### src/sv/sorted_sleep_timer_queue_top_macros.svh
// ---------------------------------------------------------------------------
// Sorted sleep timer queue assertion macros
// Property shorthands clocked on i_clk and disabled while i_rst_n is low.
// ---------------------------------------------------------------------------
`ifndef SORTED_SLEEP_TIMER_QUEUE_TOP_MACROS_SVH
`define SORTED_SLEEP_TIMER_QUEUE_TOP_MACROS_SVH

// Same-cycle implication.
`define SSTQ_ASSERT_IMP(lbl, ante, cons, msg) \
    lbl: assert property (@(posedge i_clk) disable iff (!i_rst_n) (ante) |-> (cons)) \
        else $error(msg);

// Next-cycle implication.
`define SSTQ_ASSERT_NXT(lbl, ante, cons, msg) \
    lbl: assert property (@(posedge i_clk) disable iff (!i_rst_n) (ante) |=> (cons)) \
        else $error(msg);

`endif

### src/sv/sstq_pkg.sv
// ---------------------------------------------------------------------------
// Sorted sleep timer queue package
// Shared widths, payload types, result kinds and wake time compare helpers.
// ---------------------------------------------------------------------------
`default_nettype none

package sstq_pkg;

    localparam int QUEUE_DEPTH = 16;
    localparam int MAX_RESULTS = 16;
    localparam int NRES_W      = $clog2(MAX_RESULTS);

    localparam int TIME_W = 32;
    localparam int ID_W   = 16;
    localparam int SECS_W = 16;
    localparam int TPS_W  = 10;
    localparam int KIND_W = 3;
    localparam int PROD_W = TPS_W + SECS_W - 1;

    localparam logic [TPS_W-1:0] TPS_RESET = TPS_W'(10);

    typedef enum logic [KIND_W-1:0] {
        K_ACCEPTED = 3'd0,
        K_NEGATIVE = 3'd1,
        K_FULL     = 3'd2,
        K_WAKE     = 3'd3,
        K_IDLE     = 3'd4
    } t_kind;

    localparam logic ACT_SLEEP = 1'b0;
    localparam logic ACT_TICK  = 1'b1;

    typedef struct packed {
        logic                     action;
        logic [ID_W-1:0]          sleeper_id;
        logic signed [SECS_W-1:0] seconds;
    } t_req;

    typedef struct packed {
        logic [KIND_W-1:0] kind;
        logic [ID_W-1:0]   woken_id;
        logic              last;
    } t_res;

    typedef struct packed {
        logic              occ;
        logic [TIME_W-1:0] wake;
        logic [ID_W-1:0]   id;
    } t_entry;

    // Control broadcast to every cell of the row.
    typedef struct packed {
        logic              ins;
        logic              pop;
        logic [TIME_W-1:0] wake;
        logic [ID_W-1:0]   id;
    } t_cell_ctrl;

    // True when a lies strictly before b in wrap-safe order.
    function automatic logic earlier(input logic [TIME_W-1:0] a,
                                     input logic [TIME_W-1:0] b);
        logic [TIME_W-1:0] d;
        d = a - b;
        return d[TIME_W-1];
    endfunction

    function automatic logic is_due(input logic [TIME_W-1:0] wake,
                                    input logic [TIME_W-1:0] now);
        logic [TIME_W-1:0] d;
        d = wake - now;
        return (d == '0) || d[TIME_W-1];
    endfunction

endpackage

`default_nettype wire

### src/sv/sstq_req_if.sv
// ---------------------------------------------------------------------------
// Sleep and tick request channel
// Valid/ready channel that carries one request item.
// ---------------------------------------------------------------------------
`default_nettype none

interface sstq_req_if;
    import sstq_pkg::*;

    logic valid;
    logic ready;
    t_req data;

    modport source (output valid, output data, input ready);
    modport sink   (input valid, input data, output ready);
endinterface

`default_nettype wire

### src/sv/sstq_res_if.sv
// ---------------------------------------------------------------------------
// Result channel
// Valid/ready channel that carries one result item.
// ---------------------------------------------------------------------------
`default_nettype none

interface sstq_res_if;
    import sstq_pkg::*;

    logic valid;
    logic ready;
    t_res data;

    modport source (output valid, output data, input ready);
    modport sink   (input valid, input data, output ready);
endinterface

`default_nettype wire

### src/sv/sstq_cfg_if.sv
// ---------------------------------------------------------------------------
// Configuration write channel
// Valid/ready channel that carries the ticks-per-second register value.
// ---------------------------------------------------------------------------
`default_nettype none

interface sstq_cfg_if;
    import sstq_pkg::*;

    logic             valid;
    logic             ready;
    logic [TPS_W-1:0] data;

    modport source (output valid, output data, input ready);
    modport sink   (input valid, input data, output ready);
endinterface

`default_nettype wire

### src/sv/sstq_cell.sv
// ---------------------------------------------------------------------------
// Sorted queue cell
// Holds one queue entry; shifts right on insert, left on pop.
// ---------------------------------------------------------------------------
`default_nettype none

module sstq_cell (
    input  logic                i_clk,
    input  logic                i_rst_n,
    input  sstq_pkg::t_cell_ctrl i_ctrl,
    input  sstq_pkg::t_entry    i_left,
    input  sstq_pkg::t_entry    i_right,
    input  logic                i_found,
    output logic                o_found,
    output sstq_pkg::t_entry    o_ent
);
    import sstq_pkg::*;

    logic              r_occ;
    logic [TIME_W-1:0] r_wake;
    logic [ID_W-1:0]   r_id;
    t_entry            n_ent;
    logic              w_stop;

    // The insert position is the first cell that is empty or not earlier
    // than the new wake time; the found flag ripples along the row from it.
    always_comb begin
        w_stop  = !r_occ || !earlier(r_wake, i_ctrl.wake);
        o_found = i_found | w_stop;
        n_ent   = '{occ: r_occ, wake: r_wake, id: r_id};
        if (i_ctrl.pop) begin
            n_ent = i_right;
        end else if (i_ctrl.ins) begin
            if (i_found) begin
                n_ent = i_left;
            end else if (w_stop) begin
                n_ent = '{occ: 1'b1, wake: i_ctrl.wake, id: i_ctrl.id};
            end
        end
    end

    always_ff @(posedge i_clk) begin
        if (!i_rst_n) begin
            r_occ <= 1'b0;
        end else begin
            r_occ <= n_ent.occ;
        end
    end

    always_ff @(posedge i_clk) begin
        r_wake <= n_ent.wake;
        r_id   <= n_ent.id;
    end

    assign o_ent = '{occ: r_occ, wake: r_wake, id: r_id};

endmodule

`default_nettype wire

### src/sv/sstq_chain.sv
// ---------------------------------------------------------------------------
// Sorted queue cell row
// Links the cells into a row; cell 0 is the head of the queue.
// ---------------------------------------------------------------------------
`default_nettype none

module sstq_chain (
    input  logic                 i_clk,
    input  logic                 i_rst_n,
    input  sstq_pkg::t_cell_ctrl i_ctrl,
    output sstq_pkg::t_entry     o_ents [sstq_pkg::QUEUE_DEPTH]
);
    import sstq_pkg::*;

    logic   w_found [QUEUE_DEPTH+1];
    t_entry w_left  [QUEUE_DEPTH];
    t_entry w_right [QUEUE_DEPTH];

    assign w_found[0] = 1'b0;

    for (genvar g = 0; g < QUEUE_DEPTH; g++) begin : g_cell
        if (g == 0) begin : g_head
            assign w_left[g] = '0;
        end else begin : g_mid
            assign w_left[g] = o_ents[g-1];
        end
        if (g == QUEUE_DEPTH - 1) begin : g_tail
            assign w_right[g] = '0;
        end else begin : g_body
            assign w_right[g] = o_ents[g+1];
        end

        sstq_cell u_cell (
            .i_clk   (i_clk),
            .i_rst_n (i_rst_n),
            .i_ctrl  (i_ctrl),
            .i_left  (w_left[g]),
            .i_right (w_right[g]),
            .i_found (w_found[g]),
            .o_found (w_found[g+1]),
            .o_ent   (o_ents[g])
        );
    end

endmodule

`default_nettype wire

### src/sv/sorted_sleep_timer_queue_top.sv
// ---------------------------------------------------------------------------
// Sorted sleep timer queue
// Tick counter plus a wake-time ordered row of sleeper cells.
// ---------------------------------------------------------------------------
//  Channel   Dir  Carries
//  i_req     in   action, sleeper_id, seconds
//  o_res     out  kind, woken_id, last
//  i_cfg     in   ticks_per_second
//
// A sleep request passes three steps: product, wake time sum, insert. A tick
// wakes due sleepers from the head one by one; the head cell is popped once
// per cycle while the result register can take a result. One item is in work
// at a time. The result register holds a stalled result while the next step
// waits for it. Reset empties the queue at once; no clearing pass is needed.
// ---------------------------------------------------------------------------
`default_nettype none
`include "sorted_sleep_timer_queue_top_macros.svh"

module sorted_sleep_timer_queue_top (
    input  logic         i_clk,
    input  logic         i_rst_n,
    sstq_req_if.sink     i_req,
    sstq_res_if.source   o_res,
    sstq_cfg_if.sink     i_cfg
);
    import sstq_pkg::*;

    typedef enum logic [3:0] {
        S_IDLE = 4'b0001,
        S_SUM  = 4'b0010,
        S_INS  = 4'b0100,
        S_TICK = 4'b1000
    } t_state;

    t_state            r_state, n_state;
    logic [TIME_W-1:0] r_tick;
    logic [TPS_W-1:0]  r_tps;
    logic [PROD_W-1:0] r_prod;
    logic [TIME_W-1:0] r_wake;
    logic [ID_W-1:0]   r_id;
    logic              r_neg;
    logic [NRES_W-1:0] r_nres;
    logic              r_out_valid;
    t_res              r_out;

    t_cell_ctrl        w_ctrl;
    t_entry            w_ents [QUEUE_DEPTH];
    logic [QUEUE_DEPTH-1:0] w_occ;
    logic              w_load;
    logic              w_emit;
    t_res              w_res;
    logic              w_due0;
    logic              w_due1;
    logic              w_accept;
    logic [PROD_W-1:0] w_prod;

    for (genvar g = 0; g < QUEUE_DEPTH; g++) begin : g_occ
        assign w_occ[g] = w_ents[g].occ;
    end

    assign i_req.ready = (r_state == S_IDLE);
    assign i_cfg.ready = 1'b1;
    assign o_res.valid = r_out_valid;
    assign o_res.data  = r_out;

    assign w_accept = i_req.valid && (r_state == S_IDLE);
    assign w_load   = !r_out_valid || o_res.ready;
    assign w_prod   = PROD_W'(r_tps) * PROD_W'(i_req.data.seconds[SECS_W-2:0]);
    assign w_due0   = w_ents[0].occ && is_due(w_ents[0].wake, r_tick);
    assign w_due1   = w_ents[1].occ && is_due(w_ents[1].wake, r_tick);

    always_comb begin
        n_state = r_state;
        w_emit  = 1'b0;
        w_res   = '{kind: K_IDLE, woken_id: '0, last: 1'b1};
        w_ctrl  = '{ins: 1'b0, pop: 1'b0, wake: r_wake, id: r_id};
        unique case (r_state)
            S_IDLE: begin
                if (i_req.valid) begin
                    n_state = (i_req.data.action == ACT_TICK) ? S_TICK : S_SUM;
                end
            end
            S_SUM: begin
                n_state = S_INS;
            end
            S_INS: begin
                if (w_load) begin
                    w_emit  = 1'b1;
                    n_state = S_IDLE;
                    if (r_neg) begin
                        w_res.kind = K_NEGATIVE;
                    end else if (w_occ[QUEUE_DEPTH-1]) begin
                        w_res.kind = K_FULL;
                    end else begin
                        w_res.kind = K_ACCEPTED;
                        w_ctrl.ins = 1'b1;
                    end
                end
            end
            S_TICK: begin
                if (w_load) begin
                    w_emit = 1'b1;
                    if (w_due0) begin
                        w_res.kind     = K_WAKE;
                        w_res.woken_id = w_ents[0].id;
                        w_res.last     = (r_nres == NRES_W'(MAX_RESULTS - 1)) || !w_due1;
                        w_ctrl.pop     = 1'b1;
                        if (w_res.last) begin
                            n_state = S_IDLE;
                        end
                    end else begin
                        n_state = S_IDLE;
                    end
                end
            end
            default: begin
                n_state = S_IDLE;
            end
        endcase
    end

    sstq_chain u_chain (
        .i_clk   (i_clk),
        .i_rst_n (i_rst_n),
        .i_ctrl  (w_ctrl),
        .o_ents  (w_ents)
    );

    always_ff @(posedge i_clk) begin
        if (!i_rst_n) begin
            r_state     <= S_IDLE;
            r_tick      <= '0;
            r_tps       <= TPS_RESET;
            r_nres      <= '0;
            r_out_valid <= 1'b0;
        end else begin
            r_state <= n_state;
            if (i_cfg.valid) begin
                r_tps <= i_cfg.data;
            end
            if (w_accept && (i_req.data.action == ACT_TICK)) begin
                r_tick <= r_tick + TIME_W'(1);
                r_nres <= '0;
            end else if (w_ctrl.pop) begin
                r_nres <= r_nres + NRES_W'(1);
            end
            if (w_emit) begin
                r_out_valid <= 1'b1;
            end else if (o_res.ready) begin
                r_out_valid <= 1'b0;
            end
        end
    end

    always_ff @(posedge i_clk) begin
        if (w_accept) begin
            r_prod <= w_prod;
            r_id   <= i_req.data.sleeper_id;
            r_neg  <= i_req.data.seconds[SECS_W-1];
        end
        if (r_state == S_SUM) begin
            r_wake <= r_tick + TIME_W'(r_prod);
        end
        if (w_emit) begin
            r_out <= w_res;
        end
    end

    // Occupied cells always form an unbroken run from the head.
    `SSTQ_ASSERT_IMP(a_occ_contig, 1'b1, ((w_occ >> 1) & ~w_occ) == '0, "queue has a hole")
    `SSTQ_ASSERT_IMP(a_no_ins_full, w_ctrl.ins, !w_occ[QUEUE_DEPTH-1], "insert into full queue")
    `SSTQ_ASSERT_NXT(a_ins_grows, w_ctrl.ins,
        $countones(w_occ) == $past($countones(w_occ)) + 1, "insert lost an entry")
    `SSTQ_ASSERT_NXT(a_pop_shrinks, w_ctrl.pop,
        $countones(w_occ) + 1 == $past($countones(w_occ)), "pop miscounted")
    `SSTQ_ASSERT_NXT(a_last_ends, w_emit && w_res.last, r_state == S_IDLE,
        "work continued after last result")

endmodule

`default_nettype wire
### src/flat_wrapper.sv
// flat-port wrapper written by rule: the top's interface ports become plain ports
module sorted_sleep_timer_queue_top_flat import sstq_pkg::*;
  (i_clk, i_rst_n, i_req_valid, i_req_data, i_req_ready, o_res_valid, o_res_data, o_res_ready, i_cfg_valid, i_cfg_data, i_cfg_ready);
  sstq_req_if i_req_i ();
  sstq_res_if o_res_i ();
  sstq_cfg_if i_cfg_i ();
  input  logic i_clk;
  input  logic i_rst_n;
  input wire logic [$bits(i_req_i.valid)-1:0] i_req_valid;
  input wire logic [$bits(i_req_i.data)-1:0] i_req_data;
  output wire logic [$bits(i_req_i.ready)-1:0] i_req_ready;
  output wire logic [$bits(o_res_i.valid)-1:0] o_res_valid;
  output wire logic [$bits(o_res_i.data)-1:0] o_res_data;
  input wire logic [$bits(o_res_i.ready)-1:0] o_res_ready;
  input wire logic [$bits(i_cfg_i.valid)-1:0] i_cfg_valid;
  input wire logic [$bits(i_cfg_i.data)-1:0] i_cfg_data;
  output wire logic [$bits(i_cfg_i.ready)-1:0] i_cfg_ready;
  assign i_req_i.valid = i_req_valid;
  assign i_req_i.data = i_req_data;
  assign i_req_ready = i_req_i.ready;
  assign o_res_valid = o_res_i.valid;
  assign o_res_data = o_res_i.data;
  assign o_res_i.ready = o_res_ready;
  assign i_cfg_i.valid = i_cfg_valid;
  assign i_cfg_i.data = i_cfg_data;
  assign i_cfg_ready = i_cfg_i.ready;
  sorted_sleep_timer_queue_top u_core (.i_clk(i_clk), .i_rst_n(i_rst_n), .i_req(i_req_i), .o_res(o_res_i), .i_cfg(i_cfg_i));
endmodule
### config.mk
export PLATFORM = sky130hd
export DESIGN_NAME = sorted_sleep_timer_queue_top_flat
export DESIGN_NICKNAME = d
export VERILOG_FILES = /design/src/sv/sstq_pkg.sv /design/src/sv/sstq_req_if.sv /design/src/sv/sstq_res_if.sv /design/src/sv/sstq_cfg_if.sv /design/src/sv/sstq_cell.sv /design/src/sv/sstq_chain.sv /design/src/sv/sorted_sleep_timer_queue_top.sv /design/src/flat_wrapper.sv
export VERILOG_INCLUDE_DIRS = /design/src /design/src/sv
export SDC_FILE = /design/constraint.sdc
export NUM_CORES = 2
export LEC_CHECK = 0
export BUFFER_PORTS_ARGS = -buffer_cell sky130_fd_sc_hd__buf_2
export CORE_MARGIN = 1
export CORE_UTILIZATION = 50
export CTS_CLUSTER_DIAMETER = 80
export DETAILED_ROUTE_END_ITERATION = 12
export GPL_TIMING_DRIVEN = 1
export HOLD_SLACK_MARGIN = 0.06
export PLACE_DENSITY_LB_ADDON = 0.1
export REMOVE_ABC_BUFFERS = 1
export SETUP_SLACK_MARGIN = 0.3
export SLEW_MARGIN = 20
export SYNTH_ARGS = -nofsm -noshare
export SYNTH_HDL_FRONTEND = slang
export SYNTH_SLANG_ARGS = --single-unit
### constraint.sdc
create_clock -name i_clk -period 7.4 [get_ports i_clk]
set_input_delay 0.37 -clock i_clk [delete_from_list [all_inputs] [get_ports i_clk]]
set_output_delay 0.37 -clock i_clk [all_outputs]
set_load 0.02 [all_outputs]
After elaboration in Yosys (flattened, before gate mapping)
Cells that the tools add are included.
Storage, ports and cells
  bits in registers: 929
  latch bits: 0
  RAM bits: 0
  memory bits (read-only): 0
  input bits: 48
  output and inout bits: 23
  logic and storage cells: 290
  memories kept: 0
Cells by class
  add/subtract/negate cells: 21
  $mul: 1
  divide/modulo/power cells: 0
  order comparisons: 0
  equality and inequality tests: 9
  shift-type cells: 0
  mux-type cells: 85
  bitwise logic cells: 15
  reductions and logical operators: 99
Operators by type and width (count)
  $mux W49: 61
  $sub A32 B32 Y32: 18
  $logic_not A32 Y1: 2
  $reduce_bool A3 Y1: 14
  $mux W20: 2
  $logic_not A1 Y1: 34
  $add A32 B1 Y32 const B: 1
  $add A32 B25 Y32: 1
  $reduce_and A2 Y1: 16
  $mul A10 B15 Y25: 1
  $mux W4: 6
  $logic_or A1 B1 Y1: 20
  $pmux W4 S4: 1
  $or A1 B1 Y1: 14
  $mux W1: 11
  $eq A4 B4 Y1 const B: 2
  $reduce_bool A2 Y1: 4
  $pmux W3 S2: 1
  $reduce_or A2 Y1: 3
  $add A4 B1 Y4 const B: 1
  $eq A4 B1 Y1 const B: 1
  $eq A4 B2 Y1 const B: 1
  $eq A4 B3 Y1 const B: 1
  $logic_and A1 B1 Y1: 4
  other kinds (8): 10

Depth between registers and ports, before layout
  word-level depth: 19
  gate-level depth with buffers: 23
  gate-level depth less buffers: 22

By module
A second synthesis with hierarchy kept.
Unflattened totals
  cell total of the unflattened synthesis: 7098
  area total of the unflattened synthesis: 68677.1 um2
By module, submodules not included
  sstq_cell at u_core.u_chain.g_cell[0].u_cell ...: instances 9, cells an instance 338, area each 3360.7 um2, seq. area each 1461.4 um2
  sstq_cell at u_core.u_chain.g_cell[3].u_cell ...: instances 7, cells an instance 337, area each 3318.2 um2, seq. area each 1461.4 um2
  sorted_sleep_timer_queue_top: instances 1, cells an instance 1696, area each 15199.6 um2, seq. area each 3843.7 um2
  sstq_chain: instances 1, cells an instance 1, area each 3.8 um2, seq. area each 0.0 um2

Worst setup path after synthesis
OpenSTA, ideal clock, no wires.
  path type: reg-to-reg
  start: reg u_core.u_chain.g_cell[0].u_cell.r_wake[0]
  end: reg u_core.u_chain.g_cell[10].u_cell.r_id[0], enable pin
  library setup time: 520 ps
  arrival: 6600 ps
  required time: 6880 ps
  slack: 280 ps
  stages on the path, launching flop included: 16
  path buffers: 2
  clock period less this slack: 7120 ps
  path through: edfxtp_1 inv_1 ha_1 fa_1 nand2b_1 a211oi_1 a211o_1 o31ai_4 o31ai_1 a221oi_2 xnor2_1 nor4_1 a31oi_1 buf_2 clkbuf_1 o21ai_0
On the way
  longest elaborated chain between the ends: 14
  elaborated cells on any way between the ends: 22
  classes of those cells: 2 x add/sub; 3 x mux; 9 x bitwise; 8 x reduce/logical
Ends and longest elaborated chain
  start, declared: RTL line sstq_cell.sv:20  | logic [TIME_W-1:0] r_wake;
  start signal, assigned: RTL line sstq_cell.sv:51  | r_wake <= n_ent.wake;
  $sub A32 B32 Y32: RTL line sstq_pkg.sv:63  | d = a - b;
  $logic_not A1 Y1: RTL line sstq_cell.sv:28  | w_stop = !r_occ || !earlier(r_wake, i_ctrl.wake);
  $logic_or A1 B1 Y1: RTL line sstq_cell.sv:28
  $or A1 B1 Y1 (9 in series): RTL line sstq_cell.sv:29  | o_found = i_found | w_stop;
  $reduce_bool A3 Y1 (no line)
  $reduce_and A2 Y1 (no line) (*)
  end signal, assigned: RTL line sstq_cell.sv:52  | r_id <= n_ent.id;
  end, declared: RTL line sstq_cell.sv:21  | logic [ID_W-1:0] r_id;
Mark *: on every way between the ends. The rest lies on a longest branch, timed or not.
A chain may end at the register's enable or synchronous reset.

Worst setup path after layout
  start: reg u_core.r_tps[8]
  end: reg u_core.r_prod[24] (data pin)
On the way
  longest elaborated chain between the ends: 1
Ends and longest elaborated chain
  start, declared: RTL line sorted_sleep_timer_queue_top.sv:37  | logic [TPS_W-1:0] r_tps;
  start signal, assigned: RTL line sorted_sleep_timer_queue_top.sv:139  | r_tps <= i_cfg.data;
  $mul A10 B15 Y25: RTL line sorted_sleep_timer_queue_top.sv:68  | assign w_prod = PROD_W'(r_tps) * PROD_W'(i_req.data.seconds[SECS_W-2:0]);
  named net u_core.w_prod[24]: RTL line sorted_sleep_timer_queue_top.sv:55  | logic [PROD_W-1:0] w_prod;
  end signal, assigned: RTL line sorted_sleep_timer_queue_top.sv:157  | r_prod <= w_prod;
  end, declared: RTL line sorted_sleep_timer_queue_top.sv:38  | logic [PROD_W-1:0] r_prod;
The timed path passes the listed nets, and every way through them passes these cells.

==> results.json <==
{
  "status": "completed",
  "worst-r2r-cell-count": 19,
  "grt_start_max_net_pins": 284,
  "crit_chain": "and2_1 > fa_1 > fa_1 > fa_1 > inv_1 > fa_1 > inv_1 > fa_1 > ha_1 > nand3_1 > nand2_1 > a41oi_1 > a211o_1 > o21ai_0 > o41a_1 > and4_1 > a2111oi_0 > a21oi_1 > xnor2_1",
  "terminus_of_the_critical_flop_to_flop_path": "u_core.r_prod[24]",
  "cp_common_cell": "sky130_fd_sc_hd__fa_1",
  "synth_area_sq_um": 64100,
  "final-instance-count-excl-fill": 8242,
  "grt_setup_unrepaired": "no",
  "finalCriticalPeriod_ns": 6.58,
  "critical_path_peak_fanout": 16,
  "slew_viol_final": 0,
  "max-slew-margin-rel_pct": 20.7,
  "timing_endpoint_of_the_critical_path": "u_core.r_prod[24]",
  "postSynthRegisterBits": 929,
  "critPathLaunch": "u_core.r_tps[8]",
  "synth_enable_flop_cells": 814,
  "power.switching_fraction_pct": 26.5,
  "drv_cap": 0,
  "fp-row-count": 130,
  "postCtsSetupRepairBufs": 0,
  "dp.final_hpwl_um": 134000,
  "io_buffers": 69,
  "post_drt_via_cell_ratio": 6.06,
  "power.internal_mw": 9.62,
  "insertion_delay_ns": 0.75,
  "detail_route.iter0.violations": 4474,
  "cts.sinks": 929,
  "power_switching_mw": 3.47,
  "tritoncts_buffer_count": 107,
  "final_area_sq_um": 69900,
  "floorplan.die_area_sq_um": 130000,
  "drt-pass1-iter-count": 6,
  "power.share.combinational_pct": 12.3,
  "io-pin-count": 71,
  "critical_path.slowest_cell": "sky130_fd_sc_hd__dfxtp_1",
  "synth_seq_area_share_pct": 41.7,
  "fmax_ghz": 0.152,
  "clock_power_share_pct": 41.5,
  "worst_ep_required_time_ns": 7.90,
  "proportion_of_layout_cells_with_a_drive_suffix_above_1_pct": 6.22,
  "clock_tree.root_cell": "sky130_fd_sc_hd__clkbuf_16",
  "final-setup-viol-count": 0,
  "clock_tree.htree_level_count": 3,
  "placeableCoreArea_sq_um": 126000,
  "p_leak_nw": 26.6,
  "grt.overflow.total": 0,
  "worst_slew_pin_slew_ns": 1.19,
  "gp_congestion": 0.917,
  "global_route.usage.total_pct": 28.7,
  "tns_setup_ns": 0,
  "area_delta_synth_final_pct": 9.13,
  "hold_viol": 0,
  "first_global_vias": 48500,
  "fin_ws_ns": 0.822,
  "final_period_util_pct": 88.9,
  "die_w_um": 360,
  "post_route_skew_ns": 0.0418,
  "pwr_density_cell_nw_per_um2": 187,
  "cts_tree": "yes",
  "antenna_found_initial": 1,
  "postRouteWirelength_um": 189000,
  "die_h_um": 360,
  "pre_cts_ws_ns": 0.764,
  "critPathMaxStageDelay_ns": 0.73,
  "vias": 49900,
  "netlist_cell_types": 90,
  "worst_hold_path_type": "primary input to flop",
  "ir_worst_vdd_v": 0.000196,
  "synth-main-ff-cell": "sky130_fd_sc_hd__edfxtp_1",
  "global_route_wire_length_before_repair_um": 292000,
  "starting_utilization_of_the_core_area_pct": 50.7,
  "cts.clk_slew.worst_paths_ns": 0.06,
  "placed_insts": 8008,
  "syn-instance-count": 6577,
  "cts_max_path_buffers": 3,
  "reg2reg_setup_slack_ns": 0.82,
  "worst_ep_arrival_time_ns": 7.07,
  "worstSetupEndpointType": "flop",
  "asyncSetResetFlopFracSynth_pct": 0,
  "power_frac_seq_pct": 46.2,
  "drc_viols": 0,
  "report.power.total_mw": 13.1,
  "timing.critical_path.from_type": "flop",
  "yosysWarnings": 0,
  "worstReg2RegStart": "u_core.r_tps[8]",
  "placed_area_sq_um": 66100,
  "net_count_of_the_finished_layout": 7249,
  "avgRoutedWirePerCell_um": 23.0,
  "setup.worst_path.class": "flop to flop",
  "drtAntennaViolNets": 0,
  "syn_avg_cell_area_sq_um": 9.74
}
## flip-flops by register name, indices dropped and copies added (netlist names)
register / cells
u_core.r_tick: 32
u_core.u_chain.g_cell.u_cell.r_id: 256
u_core.r_nres: 4
u_core.r_id: 16
u_core.o_res.data: 20
u_core.r_state: 4
u_core.r_neg: 1
u_core.u_chain.g_cell.u_cell.r_wake: 512
u_core.o_res.valid: 1
u_core.u_chain.g_cell.u_cell.r_occ: 16
u_core.r_prod: 25
u_core.r_wake: 32
u_core.r_tps: 10
## layout by cell type, fill, tap and decap left out, types with 69 or more instances in the layout
master,instances
sky130_fd_sc_hd__nand2_1,960
sky130_fd_sc_hd__edfxtp_1,814
sky130_fd_sc_hd__o21ai_0,809
sky130_fd_sc_hd__ha_1,599
sky130_fd_sc_hd__mux2i_1,555
sky130_fd_sc_hd__nor2_1,414
sky130_fd_sc_hd__a21oi_1,404
sky130_fd_sc_hd__inv_1,240
sky130_fd_sc_hd__a21o_1,142
sky130_fd_sc_hd__dfxtp_1,115
sky130_fd_sc_hd__clkbuf_16,107
sky130_fd_sc_hd__fa_1,105
sky130_fd_sc_hd__xnor2_1,104
sky130_fd_sc_hd__and2_1,88
sky130_fd_sc_hd__buf_4,88
sky130_fd_sc_hd__nand4_1,79
sky130_fd_sc_hd__nand3_1,76
sky130_fd_sc_hd__a211oi_1,74
sky130_fd_sc_hd__buf_2,69
## stage by stage
stage | hold slack (ns) | util [%]
3_5_place_dp | 0.493 | 52.3
3_3_place_gp | 0.480 | 52.3
4_1_cts | 0.0635 | 55.3
6_report | 0.0999 | 55.3
5_1_grt | 0.0844 | 55.3
2_1_floorplan | 0.432 | -
## cell families after synthesis
group	share of synthesized area (%)
xor gates and xnor gates	1.84
and+or+nand+nor	12.8
other	0.00585
muxes	8.81
adders and majority gates	15.0
DFF	41.7
AOI/OAI and AO/OA	15.7
buffers and inverters	4.14
## power groups by stage
| stage | sequential (mW) | combinational [mW] | clock, mW |
|---|---|---|---|
| floorplan | 6.07 | 1.14 | 0 |
| global placement | 6.14 | 1.57 | 0 |
| finish | 6.04 | 1.61 | 5.43 |
| detailed placement | 6.15 | 1.60 | 0 |
| global route | 6.06 | 1.83 | 5.68 |
| CTS | 6.04 | 1.62 | 5.51 |
## layout make-up
type	instances	area (sq um)
timing repair buffer	208	1730
tap	1650	2060
inverter	242	908
antenna	3	7.51
multi-input combinational	5009	34900
clock buffer	154	3020
sequential	929	26700
fill	11200	56400
clock inverter	47	515
## per-layer routing
| layer | global-route usage [%] | wire length (um) | vias to the layer above |
|---|---|---|---|
| li1 | - | - | 23800 |
| met5 | 0 | 0 | - |
| met2 | 44.7 | 84500 | 1337 |
| met1 | 41.6 | 89800 | 24600 |
| met4 | 7.64 | 4740 | 0 |
| met3 | 4.25 | 10500 | 247 |
## worst min-delay path by stage
stage,start,endpoint,slack [ns],cells past startpoint
final,i_rst_n,u_core.r_tps[1],0.1,2
after global routing,i_rst_n,u_core.r_tps[1],0.08,2
after CTS,i_rst_n,u_core.r_tps[1],0.06,2
after detailed placement,u_core.u_chain.g_cell[15].u_cell.r_wake[24],u_core.u_chain.g_cell[15].u_cell.r_wake[24],0.49,2
after global placement,u_core.r_tick[30],u_core.r_tick[30],0.48,2
after floorplan,i_rst_n,u_core.r_tps[1],0.43,1
## timing repair
action / CTS / global route
resized for setup: 0 / 0
hold buffers: 30 / 0
hold endpoints to repair: 30 / 0
## critical path, delay by kind of cell, from the launching register on
family | cells | cell delay [ns]
flops | 1 | 0.73
buf+inv | 2 | 0.10
compound gates | 6 | 1.83
xor+xnor | 1 | 0.16
fa+ha+maj | 6 | 2.91
simple gates | 4 | 0.61
## synthesized netlist by cell type (8+ instances only)
cell type	count	area, sq um
sky130_fd_sc_hd__a211oi_1	74	556
sky130_fd_sc_hd__and4_1	19	166
sky130_fd_sc_hd__fa_1	105	2100
sky130_fd_sc_hd__nand2_1	962	3610
sky130_fd_sc_hd__edfxtp_1	814	24400
sky130_fd_sc_hd__nand2b_1	36	225
sky130_fd_sc_hd__xnor2_1	104	911
sky130_fd_sc_hd__mux2i_1	555	5560
sky130_fd_sc_hd__or3_1	17	106
sky130_fd_sc_hd__a21o_1	147	1100
sky130_fd_sc_hd__ha_1	599	7490
sky130_fd_sc_hd__a211o_1	14	123
sky130_fd_sc_hd__nand3_1	78	390
sky130_fd_sc_hd__or2_2	11	68.8
sky130_fd_sc_hd__o22ai_1	36	225
sky130_fd_sc_hd__o21ai_0	811	4060
sky130_fd_sc_hd__nor3_1	60	300
sky130_fd_sc_hd__and2_1	89	557
sky130_fd_sc_hd__xor2_1	31	272
sky130_fd_sc_hd__dfxtp_1	115	2300
sky130_fd_sc_hd__and3_1	21	131
sky130_fd_sc_hd__inv_1	240	901
sky130_fd_sc_hd__a31oi_1	19	119
sky130_fd_sc_hd__buf_2	133	666
sky130_fd_sc_hd__clkbuf_1	237	890
sky130_fd_sc_hd__o21bai_1	16	120
sky130_fd_sc_hd__nor2_1	419	1570
sky130_fd_sc_hd__o21ai_1	36	180
sky130_fd_sc_hd__nor4_1	17	106
sky130_fd_sc_hd__nand4_1	79	494
sky130_fd_sc_hd__o21a_1	33	248
sky130_fd_sc_hd__a2111oi_0	13	114
sky130_fd_sc_hd__a21oi_1	404	2020
sky130_fd_sc_hd__a221oi_1	11	96.3
sky130_fd_sc_hd__mux2_2	8	90.1
sky130_fd_sc_hd__nor2b_1	30	188
sky130_fd_sc_hd__o211ai_1	30	225
sky130_fd_sc_hd__buf_4	15	113
No activity file was read; power rests on OpenSTA's default activity.
